[src/sv/utlw_pkg.sv]
`timescale 1ns / 1ps
// Shared types, constants and calendar helpers for the UTC to local time block.
package utlw_pkg;

  localparam int EPOCH_YEAR = 2000;

  localparam logic [6:0] OFFSET_MAX   = 7'd104;
  localparam logic [6:0] OFFSET_RESET = 7'd48;

  localparam int CFG_IDX_W = 2;
  localparam logic [CFG_IDX_W-1:0] CFG_OFFSET = 2'd0;
  localparam logic [CFG_IDX_W-1:0] CFG_TWELVE = 2'd1;

  localparam logic [4:0] FALLBACK_HOUR   = 5'd9;
  localparam logic [5:0] FALLBACK_MINUTE = 6'd41;

  typedef struct packed {
    logic        clock_ok;
    logic [11:0] utc_year;
    logic [3:0]  utc_month;
    logic [4:0]  utc_day;
    logic [4:0]  utc_hour;
    logic [5:0]  utc_minute;
  } item_t;

  typedef struct packed {
    logic [4:0] local_hour;
    logic [5:0] local_minute;
    logic       time_valid;
    logic [2:0] weekday;
    logic       weekday_valid;
  } result_t;

  // Day roll request from the minute arithmetic.
  typedef struct packed {
    logic back;
    logic fwd;
  } roll_t;

  // Gregorian leap test; divide by 100 as multiply by 5243 / 2^19 (exact below 4096).
  function automatic logic is_leap(input logic [11:0] y);
    logic [24:0] prod;
    logic [5:0]  cent;
    logic [11:0] rem;
    prod = {13'd0, y} * 25'd5243;
    cent = prod[24:19];
    rem  = y - ({6'd0, cent} * 12'd100);
    return (y[1:0] == 2'b00) && ((rem != 12'd0) || (cent[1:0] == 2'b00));
  endfunction

  function automatic logic [4:0] month_len(input logic [3:0] m, input logic leap);
    logic [4:0] len;
    case (m) inside
      4'd1, 4'd3, 4'd5, 4'd7, 4'd8, 4'd10, 4'd12: len = 5'd31;
      4'd4, 4'd6, 4'd9, 4'd11:                    len = 5'd30;
      4'd2:                                        len = leap ? 5'd29 : 5'd28;
      default:                                     len = 5'd0;
    endcase
    return len;
  endfunction

  // Days before the month in a March-based year, reduced mod 7.
  function automatic logic [2:0] month_wday_offset(input logic [3:0] m);
    logic [2:0] off;
    case (m) inside
      4'd3, 4'd11: off = 3'd0;
      4'd2, 4'd6:  off = 3'd1;
      4'd9, 4'd12: off = 3'd2;
      4'd4, 4'd7:  off = 3'd3;
      4'd10:       off = 3'd4;
      4'd1, 4'd5:  off = 3'd5;
      4'd8:        off = 3'd6;
      default:     off = 3'd0;
    endcase
    return off;
  endfunction

  // Remainder by 7; quotient as multiply by 9363 / 2^16 (exact below 8192).
  function automatic logic [2:0] mod7(input logic [12:0] x);
    logic [26:0] prod;
    logic [10:0] quo;
    logic [12:0] rem;
    prod = {14'd0, x} * 27'd9363;
    quo  = prod[26:16];
    rem  = x - ({2'd0, quo} * 13'd7);
    return rem[2:0];
  endfunction

endpackage

[src/sv/utlw_wrap.sv]
`timescale 1ns / 1ps
// Minute-of-day arithmetic: apply the quarter-hour offset and wrap into one day.
module utlw_wrap
  import utlw_pkg::*;
(
  input  logic [4:0]  hour,
  input  logic [5:0]  minute,
  input  logic [6:0]  offset,
  output logic [10:0] wrapped,
  output roll_t       roll
);

  // Offset register value 48 means zero; 48 quarters are 720 minutes.
  localparam logic [12:0] ZERO_MIN = 13'd720;
  localparam logic [12:0] DAY_END  = 13'd2160;

  logic [10:0] hm;
  logic [10:0] off15;
  logic [12:0] tsum;
  logic [12:0] w13;

  always_comb begin
    hm    = ({6'd0, hour} * 11'd60) + {5'd0, minute};
    off15 = {offset, 4'd0} - {4'd0, offset};
    tsum  = {2'd0, hm} + {2'd0, off15};
    roll.back = (tsum < ZERO_MIN);
    roll.fwd  = (tsum >= DAY_END);
    if (roll.back) begin
      w13 = tsum + ZERO_MIN;
    end else if (roll.fwd) begin
      w13 = tsum - DAY_END;
    end else begin
      w13 = tsum - ZERO_MIN;
    end
    wrapped = w13[10:0];
  end

endmodule

[src/sv/utlw_hm.sv]
`timescale 1ns / 1ps
// Split minute of day into display hour and minute, 24-hour or 12-hour form.
module utlw_hm
  import utlw_pkg::*;
(
  input  logic [10:0] wrapped,
  input  logic        twelve,
  output logic [4:0]  hour,
  output logic [5:0]  minute
);

  logic [22:0] prod;
  logic [4:0]  h24;
  logic [4:0]  h12;
  logic [10:0] mins;

  always_comb begin
    // Divide by 60 as multiply by 2185 / 2^17, exact for a day's minutes.
    prod = {12'd0, wrapped} * 23'd2185;
    h24  = prod[21:17];
    mins = wrapped - ({6'd0, h24} * 11'd60);
    minute = mins[5:0];
    h12 = (h24 >= 5'd12) ? (h24 - 5'd12) : h24;
    if (h12 == 5'd0) begin
      h12 = 5'd12;
    end
    hour = twelve ? h12 : h24;
  end

endmodule

[src/sv/utlw_roll.sv]
`timescale 1ns / 1ps
// Move a calendar date one day back or forward.
module utlw_roll
  import utlw_pkg::*;
(
  input  logic [11:0] year,
  input  logic [3:0]  month,
  input  logic [4:0]  day,
  input  logic        leap,
  input  roll_t       roll,
  output logic [12:0] year_o,
  output logic [3:0]  month_o,
  output logic [4:0]  day_o
);

  logic [4:0] len_cur;
  logic [4:0] len_prev;

  always_comb begin
    len_cur  = month_len(month, leap);
    len_prev = month_len(month - 4'd1, leap);
    year_o   = {1'b0, year};
    month_o  = month;
    day_o    = day;
    if (roll.back) begin
      if (day > 5'd1) begin
        day_o = day - 5'd1;
      end else if (month > 4'd1) begin
        month_o = month - 4'd1;
        day_o   = len_prev;
      end else begin
        month_o = 4'd12;
        year_o  = {1'b0, year} - 13'd1;
        day_o   = 5'd31;
      end
    end else if (roll.fwd) begin
      if (day < len_cur) begin
        day_o = day + 5'd1;
      end else if (month < 4'd12) begin
        day_o   = 5'd1;
        month_o = month + 4'd1;
      end else begin
        day_o   = 5'd1;
        month_o = 4'd1;
        year_o  = {1'b0, year} + 13'd1;
      end
    end
  end

endmodule

[src/sv/utlw_dsum.sv]
`timescale 1ns / 1ps
// Day-count sum whose remainder by 7 is the weekday.
module utlw_dsum
  import utlw_pkg::*;
(
  input  logic [12:0] year,
  input  logic [3:0]  month,
  input  logic [4:0]  day,
  output logic [12:0] dsum
);

  // Epoch weekday shift minus one for day numbering, plus 6 weeks to keep the sum positive.
  localparam logic [12:0] WDAY_BIAS = 13'd44;

  logic [12:0] yy13;
  logic [11:0] yy;
  logic [24:0] prod;
  logic [5:0]  cent;

  always_comb begin
    // January and February count with the previous year. A year carried past 4095
    // only ever lands in January, so yy stays in 12 bits.
    yy13 = (month <= 4'd2) ? (year - 13'd1) : year;
    yy   = yy13[11:0];
    prod = {13'd0, yy} * 25'd5243;
    cent = prod[24:19];
    // 365 is 1 mod 7, so the year term reduces to yy itself.
    dsum = {1'b0, yy} + {3'd0, yy[11:2]} + {9'd0, cent[5:2]}
         + {10'd0, month_wday_offset(month)} + {8'd0, day} + WDAY_BIAS
         - {7'd0, cent};
  end

endmodule

[src/sv/utc_to_local_time_weekday.sv]
`timescale 1ns / 1ps
// Top level: UTC reading to local time, 12/24-hour display and weekday.
//
//  channel  | signals                              | handshake
//  ---------+--------------------------------------+-------------------------------
//  input    | start, busy, item (item_t)           | word taken when start && !busy
//  config   | cfg_valid, cfg_ready, cfg_index/data | write when cfg_valid && cfg_ready
//  result   | done, result (result_t)              | word present for one cycle at done
//
// One word is taken every cycle; busy is never raised and cfg_ready is always high.
// Each word gives exactly one result; done rises as the result register loads it.
// The path is an input register, three pipeline stages and the result register; the
// weekday path (leap test, date roll, day-count sum, remainder by 7) sets that depth.
// Synchronous reset clears the pipeline valid flags and done and resets the config.
// The receiver has no stall; results stream out in input order.
module utc_to_local_time_weekday
  import utlw_pkg::*;
(
  input  logic                 clk,
  input  logic                 rst,
  input  logic                 start,
  output logic                 busy,
  input  item_t                item,
  input  logic                 cfg_valid,
  output logic                 cfg_ready,
  input  logic [CFG_IDX_W-1:0] cfg_index,
  input  logic [6:0]           cfg_data,
  output logic                 done,
  output result_t              result
);

  typedef struct packed {
    logic        ok;
    logic        date_ok;
    logic [11:0] year;
    logic [3:0]  month;
    logic [4:0]  day;
    logic        leap;
    roll_t       roll;
    logic [10:0] wrapped;
  } s1_t;

  typedef struct packed {
    logic        ok;
    logic        date_ok;
    logic [12:0] year;
    logic [3:0]  month;
    logic [4:0]  day;
    logic [4:0]  hour;
    logic [5:0]  minute;
  } s2_t;

  typedef struct packed {
    logic        ok;
    logic        date_ok;
    logic [12:0] dsum;
    logic [4:0]  hour;
    logic [5:0]  minute;
  } s3_t;

  // Configuration registers.
  logic [6:0] utc_offset_quarters;
  logic       use_twelve_hour;

  // Pipeline.
  logic    s0_valid, s1_valid, s2_valid, s3_valid;
  item_t   s0;
  s1_t     s1, s1_next;
  s2_t     s2, s2_next;
  s3_t     s3, s3_next;
  result_t result_next;

  logic        accept;
  logic [10:0] wrapped;
  roll_t       roll;
  logic [12:0] r_year;
  logic [3:0]  r_month;
  logic [4:0]  r_day;
  logic [4:0]  hm_hour;
  logic [5:0]  hm_minute;
  logic [12:0] dsum;

  assign busy      = 1'b0;
  assign cfg_ready = 1'b1;
  assign accept    = start && !busy;

  // Config writes: saturate the offset at its top value, ignore unknown indexes.
  always_ff @(posedge clk) begin
    if (rst) begin
      utc_offset_quarters <= OFFSET_RESET;
      use_twelve_hour     <= 1'b0;
    end else if (cfg_valid && cfg_ready) begin
      unique case (cfg_index)
        CFG_OFFSET: utc_offset_quarters <= (cfg_data > OFFSET_MAX) ? OFFSET_MAX : cfg_data;
        CFG_TWELVE: use_twelve_hour <= cfg_data[0];
        default: ;
      endcase
    end
  end

  // Stage 1: offset arithmetic, date check, leap test.
  utlw_wrap u_wrap (
    .hour    (s0.utc_hour),
    .minute  (s0.utc_minute),
    .offset  (utc_offset_quarters),
    .wrapped (wrapped),
    .roll    (roll)
  );

  always_comb begin
    s1_next.ok      = s0.clock_ok;
    s1_next.date_ok = (s0.utc_year >= 12'(EPOCH_YEAR)) && (s0.utc_month >= 4'd1)
                   && (s0.utc_month <= 4'd12) && (s0.utc_day != 5'd0);
    s1_next.year    = s0.utc_year;
    s1_next.month   = s0.utc_month;
    s1_next.day     = s0.utc_day;
    s1_next.leap    = is_leap(s0.utc_year);
    s1_next.roll    = roll;
    s1_next.wrapped = wrapped;
  end

  // Stage 2: roll the date, split hour and minute.
  utlw_roll u_roll (
    .year    (s1.year),
    .month   (s1.month),
    .day     (s1.day),
    .leap    (s1.leap),
    .roll    (s1.roll),
    .year_o  (r_year),
    .month_o (r_month),
    .day_o   (r_day)
  );

  utlw_hm u_hm (
    .wrapped (s1.wrapped),
    .twelve  (use_twelve_hour),
    .hour    (hm_hour),
    .minute  (hm_minute)
  );

  always_comb begin
    s2_next.ok      = s1.ok;
    s2_next.date_ok = s1.date_ok;
    s2_next.year    = r_year;
    s2_next.month   = r_month;
    s2_next.day     = r_day;
    s2_next.hour    = hm_hour;
    s2_next.minute  = hm_minute;
  end

  // Stage 3: day-count sum.
  utlw_dsum u_dsum (
    .year  (s2.year),
    .month (s2.month),
    .day   (s2.day),
    .dsum  (dsum)
  );

  always_comb begin
    s3_next.ok      = s2.ok;
    s3_next.date_ok = s2.date_ok;
    s3_next.dsum    = dsum;
    s3_next.hour    = s2.hour;
    s3_next.minute  = s2.minute;
  end

  // Result: reduce mod 7, substitute the fallback time when the clock was not read.
  always_comb begin
    if (s3.ok) begin
      result_next.local_hour    = s3.hour;
      result_next.local_minute  = s3.minute;
      result_next.time_valid    = 1'b1;
      result_next.weekday       = s3.date_ok ? mod7(s3.dsum) : 3'd0;
      result_next.weekday_valid = s3.date_ok;
    end else begin
      result_next.local_hour    = FALLBACK_HOUR;
      result_next.local_minute  = FALLBACK_MINUTE;
      result_next.time_valid    = 1'b0;
      result_next.weekday       = 3'd0;
      result_next.weekday_valid = 1'b0;
    end
  end

  // Advance valid flags every cycle; done follows the last stage's valid flag.
  always_ff @(posedge clk) begin
    if (rst) begin
      s0_valid <= 1'b0;
      s1_valid <= 1'b0;
      s2_valid <= 1'b0;
      s3_valid <= 1'b0;
      done     <= 1'b0;
    end else begin
      s0_valid <= accept;
      s1_valid <= s0_valid;
      s2_valid <= s1_valid;
      s3_valid <= s2_valid;
      done     <= s3_valid;
    end
  end

  // Payload registers: hold on an idle stage, no reset.
  always_ff @(posedge clk) begin
    if (accept) begin
      s0 <= item;
    end
    if (s0_valid) begin
      s1 <= s1_next;
    end
    if (s1_valid) begin
      s2 <= s2_next;
    end
    if (s2_valid) begin
      s3 <= s3_next;
    end
    if (s3_valid) begin
      result <= result_next;
    end
  end

`ifndef SYNTHESIS
  a_latency: assert property (@(posedge clk) disable iff (rst)
    accept |-> ##5 done)
    else $error("accepted word did not produce a result after five edges");

  a_fallback: assert property (@(posedge clk) disable iff (rst)
    (done && !result.time_valid) |-> (result.local_hour == FALLBACK_HOUR)
      && (result.local_minute == FALLBACK_MINUTE) && !result.weekday_valid
      && (result.weekday == 3'd0))
    else $error("fallback result malformed");

  a_weekday: assert property (@(posedge clk) disable iff (rst)
    (done && result.weekday_valid) |-> result.time_valid && (result.weekday != 3'd7))
    else $error("weekday out of range or valid without time");

  a_offset: assert property (@(posedge clk) disable iff (rst)
    utc_offset_quarters <= OFFSET_MAX)
    else $error("offset register above saturation value");
`endif

endmodule
[config.mk]
export PLATFORM = sky130hd
export DESIGN_NAME = utc_to_local_time_weekday
export DESIGN_NICKNAME = d
export VERILOG_FILES = /design/src/sv/utlw_pkg.sv /design/src/sv/utlw_wrap.sv /design/src/sv/utlw_hm.sv /design/src/sv/utlw_roll.sv /design/src/sv/utlw_dsum.sv /design/src/sv/utc_to_local_time_weekday.sv
export SDC_FILE = /design/constraint.sdc
export NUM_CORES = 1
export LEC_CHECK = 0
export ABC_AREA = 1
export BUFFER_PORTS_ARGS = -buffer_cell sky130_fd_sc_hd__buf_2
export CAP_MARGIN = 40
export CORE_ASPECT_RATIO = 1.2
export CORE_MARGIN = 2
export CORE_UTILIZATION = 35
export DETAILED_ROUTE_END_ITERATION = 10
export PLACE_DENSITY_LB_ADDON = 0.12
export SETUP_SLACK_MARGIN = 0.02
export SYNTH_ARGS = -nofsm -noshare
export SYNTH_HDL_FRONTEND = slang
export SYNTH_SLANG_ARGS = --single-unit
[constraint.sdc]
create_clock -name clk -period 8.5 [get_ports clk]
set_input_delay 0.85 -clock clk [delete_from_list [all_inputs] [get_ports clk]]
set_output_delay 0.85 -clock clk [all_outputs]
set_load 0.005 [all_outputs]
Word-level counts from Yosys, hierarchy flattened --
Cells that the tools add are included.
Storage, ports and cells: register bits after elaboration 159, word-level logic and storage cells 182
Operators by class: equal/unequal tests 37, reduce and logical (&&, ||, !) cells 23, muxes and demuxes 40, multiply operators 8, $lt $le $gt $ge 12, $add $sub $neg 23
Operators with widths (number):
- 2-to-1 mux 12 bit | 7
- 2-to-1 mux 5 bit | 15
- equality test 4 bit (second input constant) | 15
- multiplier 12 x 13 -> 25 bit (second input constant) | 2
- equality test 4 x 3 -> 1 bit (second input constant) | 12
- multiplier 13 x 14 -> 27 bit (second input constant) | 1
- equality test 4 x 2 -> 1 bit (second input constant) | 6
- 2-to-1 mux 3 bit | 8
- 2-to-1 mux 4 bit | 6
- subtractor 12 x 1 -> 12 bit (second input constant) | 2
- multiplier 11 x 12 -> 22 bit (second input constant) | 1
- 2-to-1 mux 11 bit | 2
- OR reduction 7 bit | 2
- adder 12 x 10 -> 13 bit | 1
- adder 13 x 3 -> 13 bit | 1
- adder 13 x 4 -> 13 bit | 1
- adder 13 x 5 -> 13 bit | 1
- adder 13 x 6 -> 13 bit (second input constant) | 1
- subtractor 13 x 6 -> 13 bit | 1
- adder 11 x 11 -> 12 bit | 1
- adder 12 x 1 -> 12 bit (second input constant) | 1
- equality test 4 x 1 -> 1 bit (second input constant) | 3
- greater-or-equal comparator 12 x 11 -> 1 bit (second input constant) | 1
- greater-or-equal comparator 12 bit (second input constant) | 1
- 39 further kinds | 51

Logic depth before layout (Yosys ltp) --
Gate-level depths: netlist (run 1).
depth after elaboration 12, mapped depth 49, gate-level depth less buffers 49

Cells and area by module --
A second synthesis (run 1) with hierarchy kept.
Second synthesis, totals: cell total of the unflattened synthesis 2506, area, all modules 21016.4 µm²
By module, submodules not included:
- utc_to_local_time_weekday | sequential area each 4674.5 µm², instances 1, cells each 1009, area each 11000.6 µm²
- utlw_dsum | sequential area each 0.0 µm², instances 1, cells each 670, area each 4928.5 µm²
- utlw_wrap | sequential area each 0.0 µm², instances 1, cells each 286, area each 1796.7 µm²
- utlw_hm | sequential area each 0.0 µm², instances 1, cells each 222, area each 1654.1 µm²
- utlw_roll | sequential area each 0.0 µm², instances 1, cells each 319, area each 1636.6 µm²

Worst setup path after synthesis (run 1) --
No wires, ideal clock.
kind reg2reg, start point register s2[18] (netlist name), end point register s3[23] (netlist name) (data pin), arrival time 8.785 ns, cell stages (with the launch flop) 49, period minus slack after synthesis 9.047 ns, setup slack -0.547 ns, data required time 8.238 ns, setup time 0.262 ns, cell sequence edfxtp_1 > nor2_4 > nand2_4 > inv_2 > nand3_1 > nor2_1 > nand3_1 > nor2_2 > nand3_1 > xor2_1 > inv_1 > ha_1 > inv_1 > ha_1 > xnor2_1 > ha_1 > inv_1 > fa_1 > [... 13 more ...] > nand2_1 > a21oi_1 > xor2_1 > fa_1 > fa_1 > inv_1 > fa_1 > inv_1 > fa_1 > nand3_1 > nand2_1 > a21oi_1 > o21bai_1 > a21boi_1 > nor2_1 > nand2_1 > o21ai_1 > xor2_1
On the way: longest elaborated chain between the ends 12
RTL lines:
- from (decl) | line utc_to_local_time_weekday.sv:69 | s2_t s2, s2_next;
- from (signal assigned) | line utc_to_local_time_weekday.sv:210 | s2 <= s2_next;
- branches (longest 11 deep; another with multiplier 12 x 13 -> 25 bit)
- subtractor 13 x 6 -> 13 bit * | line utlw_dsum.sv:30 | - {7'd0, cent};
- net dsum[12] | line utc_to_local_time_weekday.sv:81 | logic [12:0] dsum;
- to (signal assigned) | line utc_to_local_time_weekday.sv:213 | s3 <= s3_next;
- to (decl) | line utc_to_local_time_weekday.sv:70 | s3_t s3, s3_next;
Mark *: on every way through the listed nets, which the timed path passes. A chain may end at the register's enable or synchronous reset.

Worst setup path after layout (run 1) --
start point register s2[20] (netlist name), end point register s3[23] (netlist name) (data pin)
On the way: longest elaborated chain between the ends 8
RTL lines:
- subtractor 12 x 1 -> 12 bit | line utlw_dsum.sv:23 | yy13 = (month <= 4'd2) ? (year - 13'd1) : year;
- 2-to-1 mux 12 bit * | line utlw_dsum.sv:23
- multiplier 12 x 13 -> 25 bit or adder 12 x 10 -> 13 bit (tied branches) | line utlw_dsum.sv:25, utlw_dsum.sv:28
- adder 13 x 4 -> 13 bit | line utlw_dsum.sv:28 | dsum = {1'b0, yy} + {3'd0, yy[11:2]} + {9'd0, cent[5:2]}
- adder 13 x 3 -> 13 bit | line utlw_dsum.sv:29 | + {10'd0, month_wday_offset(month)} + {8'd0, day} + WDAY_BIAS
- adder 13 x 5 -> 13 bit | line utlw_dsum.sv:29
- adder 13 x 6 -> 13 bit | line utlw_dsum.sv:29
- subtractor 13 x 6 -> 13 bit * | line utlw_dsum.sv:30
- net dsum[12] | line utc_to_local_time_weekday.sv:81
Mark *: on every way through the listed nets, which the timed path passes. The rest lies on a longest branch.

==> metrics.txt, run 1 <==
# TYPE chip_impl_metric gauge
chip_impl_info{name="status",value="complete, but fails checks"} 1
chip_impl_info{name="failed_checks",value="setup timing"} 1
chip_impl_metric{name="placed_area",unit="sq um"} 21820
chip_impl_info{name="criticalPathCategory",value="reg2reg"} 1
chip_impl_metric{name="numCtsBuffers",unit=""} 17
chip_impl_metric{name="cts_num_sinks",unit=""} 159
chip_impl_metric{name="yosysWarningCount",unit=""} 0
chip_impl_metric{name="post_route_cells_drive_above_1_share",unit="%"} 13.48
chip_impl_metric{name="half_perimeter_wire_length_of_the_detailed_placement_result",unit="mm"} 38.10
chip_impl_metric{name="io_pins",unit=""} 65
chip_impl_metric{name="ys_seq_elements",unit=""} 159
chip_impl_metric{name="grt_antenna_before_repair",unit=""} 0
chip_impl_metric{name="critical_path_arrival",unit="ns"} 8.72
chip_impl_metric{name="drt_iter0_markers",unit=""} 492
chip_impl_metric{name="vias",unit=""} 14485
chip_impl_info{name="ys_top_cells_by_area",value="sky130_fd_sc_hd__ha_1, sky130_fd_sc_hd__edfxtp_1, sky130_fd_sc_hd__fa_1"} 1
chip_impl_info{name="hold_path_class",value="reg2reg"} 1
chip_impl_info{name="critical_path.slowest_cell",value="sky130_fd_sc_hd__fa_1"} 1
chip_impl_metric{name="critical_path_peak_fanout",unit=""} 3
chip_impl_metric{name="slew_viol_final",unit=""} 0
chip_impl_metric{name="crit_buf_inv",unit=""} 7
chip_impl_metric{name="fin_crit",unit="ns"} 8.506
chip_impl_metric{name="mappedNetlistNets",unit=""} 2798
chip_impl_metric{name="detail_route.drc_violations",unit=""} 0
chip_impl_metric{name="nNetsFinal",unit=""} 2967
chip_impl_info{name="cp_common_cell",value="sky130_fd_sc_hd__fa_1"} 1
chip_impl_metric{name="tightest_slew",unit="ns"} 0.8604
chip_impl_metric{name="utilization_of_the_core_after_routing",unit="%"} 40.85
chip_impl_metric{name="number_of_library_cell_types_mapped_by_synthesis",unit=""} 57
chip_impl_metric{name="crit_path_max_incr_delay",unit="ns"} 0.52
chip_impl_metric{name="synth_edf_count",unit=""} 146
chip_impl_info{name="dominantRegCellSynth",value="sky130_fd_sc_hd__edfxtp_1"} 1
chip_impl_metric{name="timing.fmax",unit="MHz"} 117.6
chip_impl_info{name="rsz0062_at_grt",value="true"} 1
chip_impl_metric{name="initial_core_util",unit="%"} 35.34
chip_impl_info{name="commonest_cells_after_routing_fill_and_taps_aside",value="sky130_fd_sc_hd__inv_1, sky130_fd_sc_hd__ha_1, sky130_fd_sc_hd__nand2_1, sky130_fd_sc_hd__fa_1, sky130_fd_sc_hd__edfxtp_1"} 1
chip_impl_metric{name="synth_seq_area_share",unit="%"} 23.52
chip_impl_info{name="critical_path.top_delay_family",value="adder cells"} 1
chip_impl_metric{name="cts.reportedPaths.clkPinSlew",unit="ns"} 0.08
chip_impl_metric{name="antenna_violating_nets_left",unit=""} 0
chip_impl_metric{name="vias_per_cell",unit=""} 4.638
chip_impl_info{name="most_common_cell_after_layout_fill_and_taps_aside",value="sky130_fd_sc_hd__inv_1"} 1
chip_impl_metric{name="syn2layout_area_growth",unit="%"} 15.58
chip_impl_metric{name="grt_pass1_wl",unit="mm"} 75.04
chip_impl_metric{name="layout_worst_path_cycle_share",unit="%"} 100.1
chip_impl_metric{name="max_clock_buf_depth",unit=""} 2
chip_impl_metric{name="final_hold_viol_count",unit=""} 0
chip_impl_metric{name="overflow",unit=""} 0
chip_impl_metric{name="detailedRoute.firstPassIterationCount",unit=""} 5
chip_impl_metric{name="core-area",unit="sq um"} 55870
chip_impl_metric{name="maxSlewHeadroom",unit="%"} 42.26
chip_impl_metric{name="final_worst_setup_slack",unit="ns"} -0.005937
chip_impl_metric{name="placement.io_buffers",unit=""} 62
chip_impl_metric{name="finalSetupViolCount",unit=""} 1
chip_impl_metric{name="die_width",unit="um"} 220.8
chip_impl_info{name="synth.largest_area_cell",value="sky130_fd_sc_hd__ha_1"} 1
chip_impl_info{name="cts_tree",value="built"} 1
chip_impl_metric{name="drt-wirelength-per-cell",unit="um"} 14.13
chip_impl_metric{name="worst_clock_skew",unit="ns"} 0.02383
chip_impl_metric{name="synthArstFlopShare",unit="%"} 0
chip_impl_info{name="cp-start-kind",value="flop"} 1
chip_impl_metric{name="max-cap-violations",unit=""} 0
chip_impl_metric{name="critPathRequiredTime",unit="ns"} 8.71
chip_impl_metric{name="place_congestion",unit=""} 0.8353
chip_impl_metric{name="clk-insertion-delay-late",unit="ns"} 0.49
chip_impl_metric{name="stdcell_area",unit="sq um"} 22820
chip_impl_metric{name="avgSynthCellArea",unit="sq um"} 8.917
chip_impl_metric{name="yosysTopAreaCellShare",unit="%"} 24.34
chip_impl_metric{name="fp.dieArea",unit="sq um"} 58330
chip_impl_metric{name="cts-htree-levels",unit=""} 4
chip_impl_metric{name="antennaDiodeCount",unit=""} 0
chip_impl_info{name="end_kind",value="flop"} 1
chip_impl_metric{name="number_of_rows_created_at_floorplan",unit=""} 95
chip_impl_metric{name="dieHeight",unit="um"} 264.2
chip_impl_metric{name="cts_hold_buffers",unit=""} 0
chip_impl_metric{name="routed_wirelength",unit="mm"} 44.14
chip_impl_metric{name="grt_start_max_net_pins",unit=""} 36
chip_impl_metric{name="synthCells",unit=""} 2214
chip_impl_metric{name="via_count_of_the_first_global_routing_pass",unit=""} 15098
chip_impl_metric{name="synthesis.area",unit="sq um"} 19740
chip_impl_info{name="ctsRootBufferMaster",value="sky130_fd_sc_hd__clkbuf_16"} 1
chip_impl_metric{name="gr-usage-all-layers",unit="%"} 15.97
## per-layer routing
layer | track usage, % | vias to the layer above | part of all wire (%) | wire length [um]
met5 | 0 | - | 0 | 0
met2 | 29.21 | 163 | 51 | 22560
met4 | 5.841 | 0 | 2.6 | 1155
met1 | 19.07 | 6743 | 44 | 19580
met3 | 2.024 | 58 | 1.9 | 841
li1 | - | 7521 | - | -
## timing repair
item | 4_1_cts | 5_1_grt
endpoints found under the setup margin | 9 | 10
buffers inserted | 9 | 4
hold endpoints to repair | 0 | 0
resized for setup | 31 | 31
pin swaps | 47 | 7
## through the flow
stage	std cells	setup TNS, ns	worst slack (ns)	hold slack (ns)
2_1_floorplan	2214	-0.1021	-0.07505	0.4003
3_3_place_gp	3075	-1.143	-0.3351	0.4018
3_5_place_dp	3078	-2.677	-0.5000	0.4056
4_1_cts	3119	-0.05657	-0.05657	0.4211
5_1_grt	3123	-2.018	-0.4913	0.4263
6_report	3123	-0.005937	-0.005937	0.4197
## synth_stat cells (3+ instances only)
cell type,instances
sky130_fd_sc_hd__xor2_2,4
sky130_fd_sc_hd__a21o_1,9
sky130_fd_sc_hd__a31oi_1,13
sky130_fd_sc_hd__xor2_1,83
sky130_fd_sc_hd__a211oi_1,9
sky130_fd_sc_hd__nor4_1,7
sky130_fd_sc_hd__or2_2,8
sky130_fd_sc_hd__o21ai_1,35
sky130_fd_sc_hd__nand4_1,22
sky130_fd_sc_hd__o21bai_1,7
sky130_fd_sc_hd__inv_1,498
sky130_fd_sc_hd__nand3b_1,3
sky130_fd_sc_hd__nand3_1,63
sky130_fd_sc_hd__o21ai_0,79
sky130_fd_sc_hd__fa_1,154
sky130_fd_sc_hd__a21oi_1,110
sky130_fd_sc_hd__a221oi_1,3
sky130_fd_sc_hd__dfxtp_1,13
sky130_fd_sc_hd__edfxtp_1,146
sky130_fd_sc_hd__xnor2_1,33
sky130_fd_sc_hd__nand2_2,6
sky130_fd_sc_hd__inv_2,14
sky130_fd_sc_hd__o31ai_1,6
sky130_fd_sc_hd__nor2_1,100
sky130_fd_sc_hd__buf_2,3
sky130_fd_sc_hd__o211ai_1,8
sky130_fd_sc_hd__clkbuf_1,13
sky130_fd_sc_hd__nand2_1,313
sky130_fd_sc_hd__nor3_1,29
sky130_fd_sc_hd__a21boi_1,3
sky130_fd_sc_hd__ha_1,384
## registers in the layout (all words and copies together), names as in the netlist, 7 cells and up
register and count:
result 16, s3 26, s2 34, utc_offset_quarters 7, s0 33, s1 37
## worst reg2reg max path: cells and delay by family (launching register included)
kind                     cells  cell delay [ns]
XOR/XNOR                     3             0.61
buffers and inverters        7             0.38
AND/OR/NAND/NOR             12             1.17
flip-flops                   1             0.39
adder cells (fa/ha/maj)     11             4.66
AO/OA/AOI/OAI                8             1.05
## final timing paths
kind,start,endpoint,slack [ns],depth (start not counted)
setup / recovery,s2[20]$_DFFE_PP_,s3[23]$_DFFE_PP_,-0.006,41
hold reg to reg,s2[3]$_DFFE_PP_,s3[3]$_DFFE_PP_,0.42,0
hold / removal,s2[3]$_DFFE_PP_,s3[3]$_DFFE_PP_,0.42,0
setup reg to reg,s2[20]$_DFFE_PP_,s3[23]$_DFFE_PP_,-0.006,41
## final cells by class
| class | instances | area [sq um] |
|---|---|---|
| Multi-Input combinational cell | 1522 | 13590 |
| Tap cell | 727 | 909.6 |
| Clock buffer | 17 | 425.4 |
| Clock inverter | 15 | 148.9 |
| Sequential cell | 159 | 4646 |
| Timing Repair Buffer | 170 | 1172 |
| Inverter | 513 | 1931 |
| Fill cell | 5615 | 33050 |
## cells by family after synthesis
| group | synth area share [%] |
|---|---|
| and+or+nand+nor | 12.30 |
| adders and majority gates | 39.95 |
| buffers and inverters | 10.23 |
| AOI/OAI and AO/OA | 8.480 |
| DFF | 23.52 |
| xor gates and xnor gates | 5.476 |
| other | 0.03804 |
Power of run 1 is left out: the tool's default activity adds up to more than one toggle a clock period on the data nets, which glitch-free logic cannot reach.
==> run 2, diff against run 1 <==
--- a/config.mk
+++ b/config.mk
@@ -8,10 +8,10 @@
 export ABC_AREA = 1
 export BUFFER_PORTS_ARGS = -buffer_cell sky130_fd_sc_hd__buf_2
 export CAP_MARGIN = 40
-export CORE_ASPECT_RATIO = 1.2
-export CORE_MARGIN = 2
+export CORE_ASPECT_RATIO = 1.5
 export CORE_UTILIZATION = 35
 export DETAILED_ROUTE_END_ITERATION = 10
+export HOLD_SLACK_MARGIN = 0.1
 export PLACE_DENSITY_LB_ADDON = 0.12
 export SETUP_SLACK_MARGIN = 0.02
 export SYNTH_ARGS = -nofsm -noshare
==> metrics.txt, run 2 (synthesized netlist as in run 1, its figures left out) <==
# TYPE chip_impl_metric gauge
chip_impl_metric{name="syn2layout_area_growth",unit="%"} 15.59
chip_impl_metric{name="cts.reportedPaths.clkPinSlew",unit="ns"} 0.07
chip_impl_metric{name="io_pins",unit=""} 65
chip_impl_metric{name="dieHeight",unit="um"} 292.9
chip_impl_metric{name="tightest_slew",unit="ns"} 0.8510
chip_impl_info{name="cp_common_cell",value="sky130_fd_sc_hd__inv_2"} 1
chip_impl_metric{name="utilization_of_the_core_after_routing",unit="%"} 40.97
chip_impl_metric{name="final_worst_setup_slack",unit="ns"} -0.01205
chip_impl_info{name="timing.hold.worst.start",value="s2[10]$_DFFE_PP_"} 1
chip_impl_metric{name="grt_start_max_net_pins",unit=""} 36
chip_impl_metric{name="detailedRoute.firstPassIterationCount",unit=""} 5
chip_impl_metric{name="critPathRequiredTime",unit="ns"} 8.69
chip_impl_info{name="critical_path.slowest_cell",value="sky130_fd_sc_hd__fa_1"} 1
chip_impl_metric{name="layout_worst_path_cycle_share",unit="%"} 100.1
chip_impl_metric{name="slew_viol_final",unit=""} 0
chip_impl_metric{name="die_width",unit="um"} 195.9
chip_impl_metric{name="via_count_of_the_first_global_routing_pass",unit=""} 15621
chip_impl_metric{name="worst_clock_skew",unit="ns"} 0.01803
chip_impl_info{name="most_common_cell_after_layout_fill_and_taps_aside",value="sky130_fd_sc_hd__inv_1"} 1
chip_impl_info{name="critical_path.top_delay_family",value="adder cells"} 1
chip_impl_metric{name="cts_num_sinks",unit=""} 159
chip_impl_metric{name="crit_path_max_incr_delay",unit="ns"} 0.52
chip_impl_metric{name="placement.io_buffers",unit=""} 62
chip_impl_info{name="registers_with_the_highest_flip_flop_counts",value="s1 (37), s2 (34), s0 (33)"} 1
chip_impl_info{name="failed_checks",value="setup timing"} 1
chip_impl_metric{name="antenna_violating_nets_left",unit=""} 0
chip_impl_info{name="status",value="complete, but fails checks"} 1
chip_impl_metric{name="clk-insertion-delay-late",unit="ns"} 0.46
chip_impl_metric{name="antennaDiodeCount",unit=""} 0
chip_impl_metric{name="max_clock_buf_depth",unit=""} 2
chip_impl_metric{name="finalSetupViolCount",unit=""} 1
chip_impl_metric{name="initial_core_util",unit="%"} 35.44
chip_impl_metric{name="fp.dieArea",unit="sq um"} 57380
chip_impl_metric{name="crit_buf_inv",unit=""} 9
chip_impl_metric{name="core-area",unit="sq um"} 55700
chip_impl_info{name="rr_endpoint",value="s3[23]$_DFFE_PP_"} 1
chip_impl_metric{name="critical_path_peak_fanout",unit=""} 3
chip_impl_metric{name="routed_wirelength",unit="mm"} 45.60
chip_impl_metric{name="drt_iter0_markers",unit=""} 347
chip_impl_info{name="cp-start-kind",value="flop"} 1
chip_impl_info{name="criticalPathCategory",value="reg2reg"} 1
chip_impl_info{name="r2r_start",value="s2[18]$_DFFE_PP_"} 1
chip_impl_info{name="commonest_cells_after_routing_fill_and_taps_aside",value="sky130_fd_sc_hd__inv_1, sky130_fd_sc_hd__ha_1, sky130_fd_sc_hd__nand2_1, sky130_fd_sc_hd__fa_1, sky130_fd_sc_hd__edfxtp_1"} 1
chip_impl_metric{name="vias_per_cell",unit=""} 4.737
chip_impl_info{name="rsz0062_at_grt",value="true"} 1
chip_impl_metric{name="half_perimeter_wire_length_of_the_detailed_placement_result",unit="mm"} 39.57
chip_impl_metric{name="final-instance-count-excl-fill",unit=""} 3101
chip_impl_metric{name="maxSlewHeadroom",unit="%"} 43.19
chip_impl_metric{name="cts_hold_buffers",unit=""} 0
chip_impl_metric{name="cts-htree-levels",unit=""} 4
chip_impl_info{name="cts_tree",value="built"} 1
chip_impl_metric{name="grt_pass1_wl",unit="mm"} 76.21
chip_impl_metric{name="vias",unit=""} 14690
chip_impl_metric{name="r2r_depth",unit=""} 44
chip_impl_metric{name="drt-wirelength-per-cell",unit="um"} 14.70
chip_impl_metric{name="detail_route.drc_violations",unit=""} 0
chip_impl_metric{name="critical_path_arrival",unit="ns"} 8.70
chip_impl_metric{name="max-cap-violations",unit=""} 0
chip_impl_metric{name="overflow",unit=""} 0
chip_impl_metric{name="timing.hold.worst_path_depth",unit=""} 0
chip_impl_info{name="min_delay_worst_endpoint",value="s3[10]$_DFFE_PP_"} 1
chip_impl_metric{name="place_congestion",unit=""} 0.8715
chip_impl_metric{name="final_hold_viol_count",unit=""} 0
chip_impl_metric{name="dp.cells",unit=""} 3054
chip_impl_info{name="end_kind",value="flop"} 1
chip_impl_metric{name="numCtsBuffers",unit=""} 17
chip_impl_metric{name="fillCellCount",unit=""} 5621
chip_impl_metric{name="fin_crit",unit="ns"} 8.512
chip_impl_metric{name="grt_antenna_before_repair",unit=""} 0
chip_impl_info{name="ctsRootBufferMaster",value="sky130_fd_sc_hd__clkbuf_16"} 1
chip_impl_metric{name="post_route_cells_drive_above_1_share",unit="%"} 13.88
chip_impl_info{name="hold_path_class",value="reg2reg"} 1
chip_impl_metric{name="number_of_rows_created_at_floorplan",unit=""} 106
chip_impl_metric{name="nNetsFinal",unit=""} 2970
chip_impl_metric{name="largest_register_ffs",unit=""} 37
chip_impl_info{name="largest_register",value="s1"} 1
chip_impl_metric{name="reg2reg_slack",unit="ns"} -0.01
chip_impl_metric{name="timing.fmax",unit="MHz"} 117.5
chip_impl_metric{name="gr-usage-all-layers",unit="%"} 16.80
## run 2: how the worst max path moves through the flow
| stage | startpoint | endpoint | slack, ns | depth (start not counted) |
|---|---|---|---|---|
| floorplan | s2[19]$_DFFE_PP_ | s3[23]$_DFFE_PP_ | -0.08 | 44 |
| global placement | s2[19]$_DFFE_PP_ | s3[23]$_DFFE_PP_ | -0.41 | 44 |
| CTS | s2[21]$_DFFE_PP_ | s3[23]$_DFFE_PP_ | -0.09 | 46 |
| finish | s2[18]$_DFFE_PP_ | s3[23]$_DFFE_PP_ | -0.01 | 44 |
| global route | s2[18]$_DFFE_PP_ | s3[23]$_DFFE_PP_ | -0.46 | 44 |
| detailed placement | s2[19]$_DFFE_PP_ | s3[23]$_DFFE_PP_ | -0.52 | 44 |
## run 2: worst reg2reg max path, delay by kind of cell (launching register included)
family | cells | cell delay (ns)
AOI/OAI and AO/OA | 6 | 0.70
adders and majority gates | 11 | 4.18
DFF | 1 | 0.42
and+or+nand+nor | 15 | 2.02
buffers and inverters | 9 | 0.44
xor gates and xnor gates | 3 | 0.51
## run 2: layer usage
metal	routed length, um	up-vias	global-route usage [%]
met5	0	-	0
met4	1128	0	5.964
met3	921	59	1.969
met2	25930	195	33.91
met1	17610	6922	17.39
li1	-	7514	-
## run 2: per-stage QoR
stage	setup TNS (ns)	hold slack (ns)	instance area, sq um	worst slack (ns)
3_3_place_gp	-1.855	0.4032	21750	-0.4098
6_report	-0.01205	0.4211	22820	-0.01205
3_5_place_dp	-2.970	0.4071	21770	-0.5172
2_1_floorplan	-0.1021	0.4003	19940	-0.07505
5_1_grt	-2.053	0.4307	22820	-0.4582
4_1_cts	-0.1229	0.4236	22560	-0.08679
## run 2: cell type report
type	count	area (sq um)	area share [%]
Clock inverter	11	130.1	0.5702
Sequential cell	159	4644	20.35
Clock buffer	21	460.4	2.018
Multi-Input combinational cell	1522	13610	59.64
Tap cell	702	878.3	3.849
Inverter	513	1928	8.449
Timing Repair Buffer	173	1170	5.126
## run 2: timing repair
| item | CTS | global route |
|---|---|---|
| pin swaps | 44 | 29 |
| setup buffers | 11 | 7 |
| setup endpoints to repair | 9 | 10 |
| resized for setup | 25 | 49 |
Power of run 2 is left out for the same reason.
